**src/rtl/vrra_pkg.sv**
```systemverilog
// Package for the variable record ring allocator.
// Item structs, field widths, default sizes, action codes and the controller/datapath link.
// No dependencies.
package vrra_pkg;

    localparam int HEADER_BYTES_DEF = 24;
    localparam int MAX_RECORDS_DEF  = 64;
    localparam int OFFSET_BITS_DEF  = 16;

    localparam int FIELD_W = 16;
    localparam int TAG_W   = 8;

    localparam logic [FIELD_W-1:0] BUFFER_BYTES_RST = 16'd4096;

    localparam logic ACT_ADD  = 1'b0;
    localparam logic ACT_TAKE = 1'b1;

    typedef struct packed {
        logic               action;
        logic [FIELD_W-1:0] payload_bytes;
        logic [TAG_W-1:0]   handler_tag;
    } req_t;

    typedef struct packed {
        logic               success;
        logic [FIELD_W-1:0] payload_offset;
        logic [FIELD_W-1:0] record_bytes;
        logic [TAG_W-1:0]   record_tag;
        logic [FIELD_W-1:0] head_offset;
        logic [FIELD_W-1:0] tail_offset;
        logic               occupied;
    } rsp_t;

    // controller -> datapath
    typedef struct packed {
        logic load;   // latch item, read record FIFO head
        logic exec;   // evaluate item, update positions, write result
        logic fix;    // clear next offset of the record before a wrapped one
    } ctrl_cmd_t;

    // datapath -> controller
    typedef struct packed {
        logic wrap;   // valid during exec: add wrapped to offset 0
    } dp_status_t;

endpackage

```
**src/rtl/variable_record_ring_allocator_unit.sv**
```systemverilog
// Top level of the variable record ring allocator.
// Joins vrra_ctrl and vrra_dp; depends on vrra_pkg.
//
// Usage:
//   request/start/busy: an item (add or take) is accepted on a rising edge with
//     start high and busy low. busy stays high while the item is in work.
//   result/done: one result per item, on result for the single cycle that done
//     is high. The receiver must take it then; there is no back-pressure.
//   cfg_wr_en/cfg_wr_data: writes the ring size in bytes; write only while idle.
// Timing:
//   Accept edge: item latched, record FIFO head read from memory.
//   Exec state: space check or take, positions updated, result registered.
//   done is high in the cycle after the exec state; busy is low in that same cycle
//   unless the add wraps, so a new item can then be accepted.
//   An add that wraps to offset 0 goes on to a fix state that clears the next offset
//   of the previous record (single write port of the next-offset memory).
// Reset: positions zero, queue empty, ring size 4096 bytes. The record FIFO
//   memories are not cleared; entries are only read after being written.
module variable_record_ring_allocator_unit
    import vrra_pkg::*;
#(
    parameter int HEADER_BYTES = HEADER_BYTES_DEF,
    parameter int MAX_RECORDS  = MAX_RECORDS_DEF,
    parameter int OFFSET_BITS  = OFFSET_BITS_DEF
)
(
    input  logic               clk,
    input  logic               rst_n,
    input  logic               start,
    output logic               busy,
    input  req_t               request,
    output logic               done,
    output rsp_t               result,
    input  logic               cfg_wr_en,
    input  logic [FIELD_W-1:0] cfg_wr_data
);

    ctrl_cmd_t  cmd;
    dp_status_t status;

    vrra_ctrl u_ctrl (
        .clk    (clk),
        .rst_n  (rst_n),
        .start  (start),
        .status (status),
        .cmd    (cmd),
        .busy   (busy),
        .done   (done)
    );

    vrra_dp #(
        .HEADER_BYTES (HEADER_BYTES),
        .MAX_RECORDS  (MAX_RECORDS),
        .OFFSET_BITS  (OFFSET_BITS)
    ) u_dp (
        .clk         (clk),
        .rst_n       (rst_n),
        .cmd         (cmd),
        .request     (request),
        .cfg_wr_en   (cfg_wr_en),
        .cfg_wr_data (cfg_wr_data),
        .status      (status),
        .result      (result)
    );

`ifndef SYNTH
    // an accepted item raises busy, then yields its result once the exec state has registered done
    a_accept_busy: assert property (@(posedge clk) disable iff (!rst_n)
        (start && !busy) |=> busy)
        else $error("busy not raised after accept");

    a_accept_done: assert property (@(posedge clk) disable iff (!rst_n)
        (start && !busy) |=> ##1 done)
        else $error("result not delivered on time");

    a_done_single: assert property (@(posedge clk) disable iff (!rst_n)
        done |=> !done)
        else $error("result strobe longer than one cycle");

    // an empty queue always reports both positions at zero
    a_empty_pos: assert property (@(posedge clk) disable iff (!rst_n)
        (done && !result.occupied) |-> (result.head_offset == '0 && result.tail_offset == '0))
        else $error("empty queue with nonzero positions");
`endif

endmodule

```
**src/rtl/vrra_ctrl.sv**
```systemverilog
// Controller state machine for the ring allocator.
// Sequences load, exec and the optional wrap fixup; depends on vrra_pkg.
module vrra_ctrl
    import vrra_pkg::*;
(
    input  logic       clk,
    input  logic       rst_n,
    input  logic       start,
    input  dp_status_t status,
    output ctrl_cmd_t  cmd,
    output logic       busy,
    output logic       done
);

    typedef enum logic [1:0] {
        ST_IDLE,
        ST_EXEC,
        ST_FIX
    } state_t;

    state_t state_reg, state_next;
    logic   busy_reg, busy_next;
    logic   done_reg, done_next;

    always_comb
    begin
        state_next = state_reg;
        case (state_reg)
            ST_IDLE:
            begin
                if (start)
                    state_next = ST_EXEC;
            end
            ST_EXEC:
            begin
                state_next = status.wrap ? ST_FIX : ST_IDLE;
            end
            ST_FIX:
            begin
                state_next = ST_IDLE;
            end
            default:
            begin
                state_next = ST_IDLE;
            end
        endcase
        busy_next = (state_next != ST_IDLE);
        done_next = (state_reg == ST_EXEC);
    end

    always_ff @(posedge clk or negedge rst_n)
    begin
        if (!rst_n)
        begin
            state_reg <= ST_IDLE;
            busy_reg  <= 1'b0;
            done_reg  <= 1'b0;
        end
        else
        begin
            state_reg <= state_next;
            busy_reg  <= busy_next;
            done_reg  <= done_next;
        end
    end

    assign cmd.load = (state_reg == ST_IDLE) && start;
    assign cmd.exec = (state_reg == ST_EXEC);
    assign cmd.fix  = (state_reg == ST_FIX);
    assign busy     = busy_reg;
    assign done     = done_reg;

endmodule

```
**src/rtl/vrra_dp.sv**
```systemverilog
// Datapath for the ring allocator: positions, size register, record FIFO memories,
// space check and result register. Depends on vrra_pkg.
module vrra_dp
    import vrra_pkg::*;
#(
    parameter int HEADER_BYTES = HEADER_BYTES_DEF,
    parameter int MAX_RECORDS  = MAX_RECORDS_DEF,
    parameter int OFFSET_BITS  = OFFSET_BITS_DEF
)
(
    input  logic               clk,
    input  logic               rst_n,
    input  ctrl_cmd_t          cmd,
    input  req_t               request,
    input  logic               cfg_wr_en,
    input  logic [FIELD_W-1:0] cfg_wr_data,
    output dp_status_t         status,
    output rsp_t               result
);

    localparam int POS_W   = OFFSET_BITS;
    localparam int IDX_W   = $clog2(MAX_RECORDS);
    localparam int CNT_W   = $clog2(MAX_RECORDS + 1);
    localparam int CHUNK_W = $clog2(HEADER_BYTES + (1 << FIELD_W));
    localparam int SUM_W   = ((POS_W > CHUNK_W) ? POS_W : CHUNK_W) + 1;

    // record FIFO stores
    logic [POS_W-1:0]   next_mem [MAX_RECORDS];
    logic [FIELD_W-1:0] size_mem [MAX_RECORDS];
    logic [TAG_W-1:0]   tag_mem  [MAX_RECORDS];

    logic [FIELD_W-1:0] buffer_reg;
    logic [POS_W-1:0]   head_reg, head_next;
    logic [POS_W-1:0]   tail_reg, tail_next;
    logic               nonempty_reg, nonempty_next;
    logic [IDX_W-1:0]   rd_idx_reg, rd_idx_next;
    logic [IDX_W-1:0]   wr_idx_reg, wr_idx_next;
    logic [CNT_W-1:0]   count_reg, count_next;
    logic [IDX_W-1:0]   fix_idx_reg, fix_idx_next;

    // latched item and head record
    logic               act_reg;
    logic [FIELD_W-1:0] psize_reg;
    logic [TAG_W-1:0]   ptag_reg;
    logic [CHUNK_W-1:0] chunk_reg;
    logic [POS_W-1:0]   rd_next_reg;
    logic [FIELD_W-1:0] rd_size_reg;
    logic [TAG_W-1:0]   rd_tag_reg;

    rsp_t               rsp_reg, rsp_next;

    logic               take_ok, room, fits, wrap_ok, add_ok, wrap;
    logic [SUM_W-1:0]   head_ext, tail_ext, chunk_ext, buf_ext;
    logic [SUM_W-1:0]   limit_ext, end_ext, new_end, start_ext, poff_ext;
    logic [POS_W-1:0]   start_pos, add_next;
    logic [SUM_W-1:0]   head_out_ext, tail_out_ext;

    logic               next_we;
    logic [IDX_W-1:0]   next_waddr;
    logic [POS_W-1:0]   next_wdata;
    logic               rec_we;

    function automatic logic [IDX_W-1:0] slot_after(input logic [IDX_W-1:0] i);
        logic [IDX_W-1:0] r;
        r = (i == IDX_W'(MAX_RECORDS - 1)) ? '0 : i + 1'b1;
        return r;
    endfunction

    function automatic logic [IDX_W-1:0] slot_before(input logic [IDX_W-1:0] i);
        logic [IDX_W-1:0] r;
        r = (i == '0) ? IDX_W'(MAX_RECORDS - 1) : i - 1'b1;
        return r;
    endfunction

    assign head_ext  = SUM_W'(head_reg);
    assign tail_ext  = SUM_W'(tail_reg);
    assign chunk_ext = SUM_W'(chunk_reg);
    assign buf_ext   = SUM_W'(buffer_reg);

    // take check and space check for an add
    assign take_ok   = nonempty_reg && (count_reg != '0);
    assign room      = (count_reg < CNT_W'(MAX_RECORDS));
    assign limit_ext = (!nonempty_reg || (head_reg < tail_reg)) ? buf_ext : head_ext;
    assign end_ext   = tail_ext + chunk_ext;
    assign fits      = (end_ext <= limit_ext);
    assign wrap_ok   = !fits && nonempty_reg && (tail_reg > head_reg)
                       && (head_reg != '0) && (chunk_ext < head_ext);
    assign add_ok    = room && (fits || wrap_ok);
    assign wrap      = room && wrap_ok;
    assign start_pos = wrap ? '0 : tail_reg;
    assign start_ext = SUM_W'(start_pos);
    assign new_end   = start_ext + chunk_ext;
    assign add_next  = new_end[POS_W-1:0];

    assign status.wrap = cmd.exec && (act_reg == ACT_ADD) && wrap;

    always_comb
    begin
        head_next     = head_reg;
        tail_next     = tail_reg;
        nonempty_next = nonempty_reg;
        rd_idx_next   = rd_idx_reg;
        wr_idx_next   = wr_idx_reg;
        count_next    = count_reg;
        fix_idx_next  = fix_idx_reg;
        rec_we        = 1'b0;
        next_we       = 1'b0;
        next_waddr    = wr_idx_reg;
        next_wdata    = add_next;
        poff_ext      = '0;
        rsp_next      = '0;

        if (cmd.exec)
        begin
            if (act_reg == ACT_ADD)
            begin
                if (add_ok)
                begin
                    poff_ext      = start_ext + SUM_W'(HEADER_BYTES);
                    rec_we        = 1'b1;
                    next_we       = 1'b1;
                    tail_next     = add_next;
                    nonempty_next = 1'b1;
                    wr_idx_next   = slot_after(wr_idx_reg);
                    count_next    = count_reg + 1'b1;
                    fix_idx_next  = slot_before(wr_idx_reg);
                    rsp_next.success      = 1'b1;
                    rsp_next.record_bytes = psize_reg;
                    rsp_next.record_tag   = ptag_reg;
                end
            end
            else if (take_ok)
            begin
                poff_ext    = head_ext + SUM_W'(HEADER_BYTES);
                head_next   = rd_next_reg;
                rd_idx_next = slot_after(rd_idx_reg);
                count_next  = count_reg - 1'b1;
                rsp_next.success      = 1'b1;
                rsp_next.record_bytes = rd_size_reg;
                rsp_next.record_tag   = rd_tag_reg;
                // queue drained
                if (rd_next_reg == tail_reg)
                begin
                    head_next     = '0;
                    tail_next     = '0;
                    nonempty_next = 1'b0;
                end
            end
        end
        else if (cmd.fix)
        begin
            next_we    = 1'b1;
            next_waddr = fix_idx_reg;
            next_wdata = '0;
        end

        head_out_ext            = SUM_W'(head_next);
        tail_out_ext            = SUM_W'(tail_next);
        rsp_next.payload_offset = poff_ext[FIELD_W-1:0];
        rsp_next.head_offset    = head_out_ext[FIELD_W-1:0];
        rsp_next.tail_offset    = tail_out_ext[FIELD_W-1:0];
        rsp_next.occupied       = nonempty_next;
    end

    always_ff @(posedge clk or negedge rst_n)
    begin
        if (!rst_n)
        begin
            buffer_reg   <= BUFFER_BYTES_RST;
            head_reg     <= '0;
            tail_reg     <= '0;
            nonempty_reg <= 1'b0;
            rd_idx_reg   <= '0;
            wr_idx_reg   <= '0;
            count_reg    <= '0;
            fix_idx_reg  <= '0;
        end
        else
        begin
            if (cfg_wr_en)
                buffer_reg <= cfg_wr_data;
            head_reg     <= head_next;
            tail_reg     <= tail_next;
            nonempty_reg <= nonempty_next;
            rd_idx_reg   <= rd_idx_next;
            wr_idx_reg   <= wr_idx_next;
            count_reg    <= count_next;
            fix_idx_reg  <= fix_idx_next;
        end
    end

    // item latch and registered FIFO read
    always_ff @(posedge clk)
    begin
        if (cmd.load)
        begin
            act_reg     <= request.action;
            psize_reg   <= request.payload_bytes;
            ptag_reg    <= request.handler_tag;
            chunk_reg   <= CHUNK_W'(HEADER_BYTES) + CHUNK_W'(request.payload_bytes);
            rd_next_reg <= next_mem[rd_idx_reg];
            rd_size_reg <= size_mem[rd_idx_reg];
            rd_tag_reg  <= tag_mem[rd_idx_reg];
        end
        if (cmd.exec)
            rsp_reg <= rsp_next;
    end

    always_ff @(posedge clk)
    begin
        if (next_we)
            next_mem[next_waddr] <= next_wdata;
        if (rec_we)
        begin
            size_mem[wr_idx_reg] <= psize_reg;
            tag_mem[wr_idx_reg]  <= ptag_reg;
        end
    end

    assign result = rsp_reg;

endmodule

```
**config.mk**
```make
export PLATFORM = sky130hd
export DESIGN_NAME = variable_record_ring_allocator_unit
export DESIGN_NICKNAME = d
export VERILOG_FILES = /design/src/rtl/vrra_pkg.sv /design/src/rtl/variable_record_ring_allocator_unit.sv /design/src/rtl/vrra_ctrl.sv /design/src/rtl/vrra_dp.sv
export SDC_FILE = /design/constraint.sdc
export NUM_CORES = 2
export LEC_CHECK = 0
export ABC_AREA = 0
export BUFFER_PORTS_ARGS = -buffer_cell sky130_fd_sc_hd__buf_2
export CORE_MARGIN = 1
export CORE_UTILIZATION = 63
export DETAILED_ROUTE_END_ITERATION = 8
export PLACE_DENSITY = 0.8
export SLEW_MARGIN = 25
export SYNTH_ARGS = -nofsm -noshare
export SYNTH_HDL_FRONTEND = slang
export SYNTH_SLANG_ARGS = --single-unit
```
**constraint.sdc**
```tcl
create_clock -name clk -period 11.5 [get_ports clk]
set_input_delay 2.3 -clock clk [delete_from_list [all_inputs] [get_ports clk]]
set_output_delay 2.3 -clock clk [all_outputs]
set_load 0.02 [all_outputs]
```
==> results.sh <==
export IMPL_status="completed"
export IMPL_antenna_found_initial=17
export IMPL_max_freq_ghz=0.117
export IMPL_dieArea_mm2=0.176
export IMPL_core_area_mm2=0.172
export IMPL_fin_skew_ns=0.0791
export IMPL_start_util_pct=63.6
export IMPL_leakagePower_nw=38.5
export IMPL_top_usage_layer="met2"
export IMPL_syn_inst=4838
export IMPL_nets=5322
export IMPL_yosysWarnings=0
export IMPL_async_flop_share_pct=2.79
export IMPL_multi_input_area_mm2=0.0254
export IMPL_cts_htree_levels=5
export IMPL_grt_total_usage_pct=35.3
export IMPL_setup_viol=0
export IMPL_nFillCells=9120
export IMPL_slew_headroom_pct=25.5
export IMPL_powerDensity_mw_per_mm2=237
export IMPL_crit_cells=30
export IMPL_drc=0
export IMPL_rsz0062_at_grt="no"
export IMPL_syn_cell_area_mm2=0.110
export IMPL_finalCritPeriodShare_pct=74.5
export IMPL_clock_sinks=2791
export IMPL_place_hpwl_um=158000
export IMPL_synth_seq_cells=2791
export IMPL_clk_insertion_delay_late_ns=0.95
export IMPL_grt_pass1_wl_um=425000
export IMPL_layout_drive_gt1_share_pct=30.3
export IMPL_r2r_cells=30
export IMPL_end_kind="register"
export IMPL_synth_edf_count=2713
export IMPL_synth_cell_type_count=78
export IMPL_ys_seq_area_share_pct=76.2
export IMPL_fin_tns_setup_ns=0
export IMPL_hold_slack_ns=0.538
export IMPL_finalHoldViolCount=0
export IMPL_peakVddDrop_uv=267
export IMPL_root_buffer="clkbuf_16"
export IMPL_vias=56377
export IMPL_cts_resized_gates=0
export IMPL_critPathBufInv=3
export IMPL_routed_via_density=7.32
export IMPL_crit_slowest_cell="nor2_4"
export IMPL_seqCellArea_mm2=0.0834
export IMPL_wl_um=312000
export IMPL_first_pass_iters=6
export IMPL_hp_class="register to register"
export IMPL_io_pins=121
export IMPL_clk_pin_slew_worst_paths_ns=0.06
export IMPL_grt_util_met3_pct=6.78
export IMPL_area_growth_pct=12.4
export IMPL_ant_nets=0
export IMPL_syn_area_per_cell_um2=22.6
export IMPL_use_met1_pct=44.2
export IMPL_synth_flop_cell="edfxtp_1"
export IMPL_cp_max_fo=70
export IMPL_cts_hold_buf=0
export IMPL_cts_tree="built"
export IMPL_grt_pass1_vias=56505
export IMPL_post_route_min_period_ns=8.57
export IMPL_wl_per_cell_um=40.5
export IMPL_tightest_slew_ns=1.12
export IMPL_die_h_um=419
export IMPL_reg_largest_list="u_dp.next_mem: 1024 flops, u_dp.size_mem: 1024 flops, u_dp.tag_mem: 512 flops"
export IMPL_grt_overflow_total=0
export IMPL_worstHoldPathCells=1
export IMPL_portBuffers=120
export IMPL_synth_nets=4973
export IMPL_rows=152
export IMPL_critPathTopFamily="compound AO/OA/AOI/OAI gates"
export IMPL_die_w_um=419
export IMPL_maxCapViolations=0
export IMPL_critPathRequiredTime_ns=12.24
export IMPL_globalRouteMet2Util_pct=57.8
export IMPL_routabilityCongestion=0.937
export IMPL_numCtsBuffers=285
export IMPL_max_stage_delay_ns=0.64
export IMPL_grt_max_degree=157
export IMPL_cp_data_arrival_time_ns=9.31
export IMPL_drtIter0Drc=9141
export IMPL_path_class="register to register"
export IMPL_cp_start_kind="register"
export IMPL_cts_setup_buffers=0
export IMPL_slew_viol_final=0
export IMPL_cts_path_max_buffers=4
## cells by family (layout without fill, tap and decap cells)
group                      after synthesis  after routing  synth area share (%)
DFF                                   2791           2791                  76.2
muxes                                  864            864                  17.5
and+or+nand+nor                        438            438                  1.83
buffers and inverters                  293            834                  1.05
AOI/OAI and AO/OA                      274            274                  1.67
adders and majority gates               92             92                  1.07
xor gates and xnor gates                86             86                 0.688
other                                    0             10                     0
## per-stage QoR
stage / setup slack (ns) / instance area, µm² / util, % / power, mW / cells
6_report: 2.93 / 123000 / 71.5 / 29.2 / 7699
3_5_place_dp: 3.19 / 114000 / 66.2 / 20.0 / 7199
2_1_floorplan: 1.45 / 110000 / - / 17.6 / 4838
5_1_grt: 2.52 / 123000 / 71.5 / 29.8 / 7689
4_1_cts: 3.05 / 123000 / 71.3 / 29.1 / 7678
3_3_place_gp: 3.13 / 114000 / 66.2 / 19.8 / 7195
## layer usage
metal  vias to the layer above  part of all wire (%)
li1                      21188                     -
met1                     29194                    32
met2                      4910                    51
met3                      1067                   9.9
met4                        18                   7.0
met5                         -                 0.042
## worst reg2reg max path, delay by kind of cell (launching register included)
kind / cells / cell delay (ns)
AO/OA/AOI/OAI: 15 / 3.69
AND/OR/NAND/NOR: 6 / 1.54
adder cells (fa/ha/maj): 5 / 1.47
buffers and inverters: 3 / 1.13
flip-flops: 1 / 0.32
XOR/XNOR: 1 / 0.23
## cell usage after synthesis (all sizes together) (8+ instances only)
master / n / area (µm²)
a21o: 25 / 188
a21oi: 64 / 320
a22o: 28 / 245
and3: 11 / 68.8
buf: 76 / 338
clkbuf: 161 / 604
dfrtp: 77 / 1930
edfxtp: 2713 / 81500
ha: 87 / 1090
inv: 54 / 203
mux2: 22 / 267
mux4: 840 / 18900
nand2: 103 / 392
nand2b: 8 / 50.1
nand3: 27 / 135
nand4: 16 / 100
nor2: 197 / 754
nor3: 20 / 105
nor4: 14 / 87.6
o21a: 10 / 75.1
o21ai: 63 / 327
o22ai: 14 / 87.6
o31ai: 11 / 82.6
or3: 9 / 56.3
xnor2: 54 / 473
xor2: 32 / 280
## where the power goes
| part | internal, mW | switching, mW |
|---|---|---|
| combinational | 2.87 | 4.45 |
| sequential | 12.5 | 0.307 |
| clock | 5.17 | 3.87 |
## cell usage in the layout, fill, tap and decap left out, types with 16 or more instances in the layout
master     count
buf_2        119
nor2_4        47
edfxtp_1    2713
nand3_1       27
a21oi_1       64
clkinv_1      63
nor3_1        17
buf_4        155
nor2_2        33
nand4_1       16
a21o_1        25
a22o_1        28
xnor2_1       54
dfrtp_1       71
inv_1         54
clkbuf_16    296
bufinv_16     22
ha_1          87
clkbuf_1      54
mux4_2       840
o21ai_0       59
xor2_1        32
mux2_2        17
clkinv_2      36
nand2_1      101
nor2_1       117
## worst paths after layout
kind	from	to	slack, ns
max	u_dp.chunk_reg[1]	u_dp.next_mem[1][14]	2.93
min reg2reg	u_dp.count_reg[0]	u_dp.count_reg[0]	0.54
max reg2reg	u_dp.chunk_reg[1]	u_dp.next_mem[1][14]	2.93
min	u_dp.count_reg[0]	u_dp.count_reg[0]	0.54
max in group asynchronous	rst_n	u_dp.rd_idx_reg[2]	8.92
min in group asynchronous	rst_n	u_dp.buffer_reg[10]	1.27
## final cells by class
| type | instances | share of cell area [%] |
|---|---|---|
| antenna | 10 | 0.0203 |
| clock buffer | 350 | 6.18 |
| clock inverter | 129 | 0.937 |
| inverter | 56 | 0.173 |
| multi-input combinational | 1754 | 20.6 |
| sequential | 2791 | 67.8 |
| tap | 2310 | 2.35 |
| timing repair buffer | 299 | 1.90 |
Note: power is estimated with default switching activity, not from simulation.
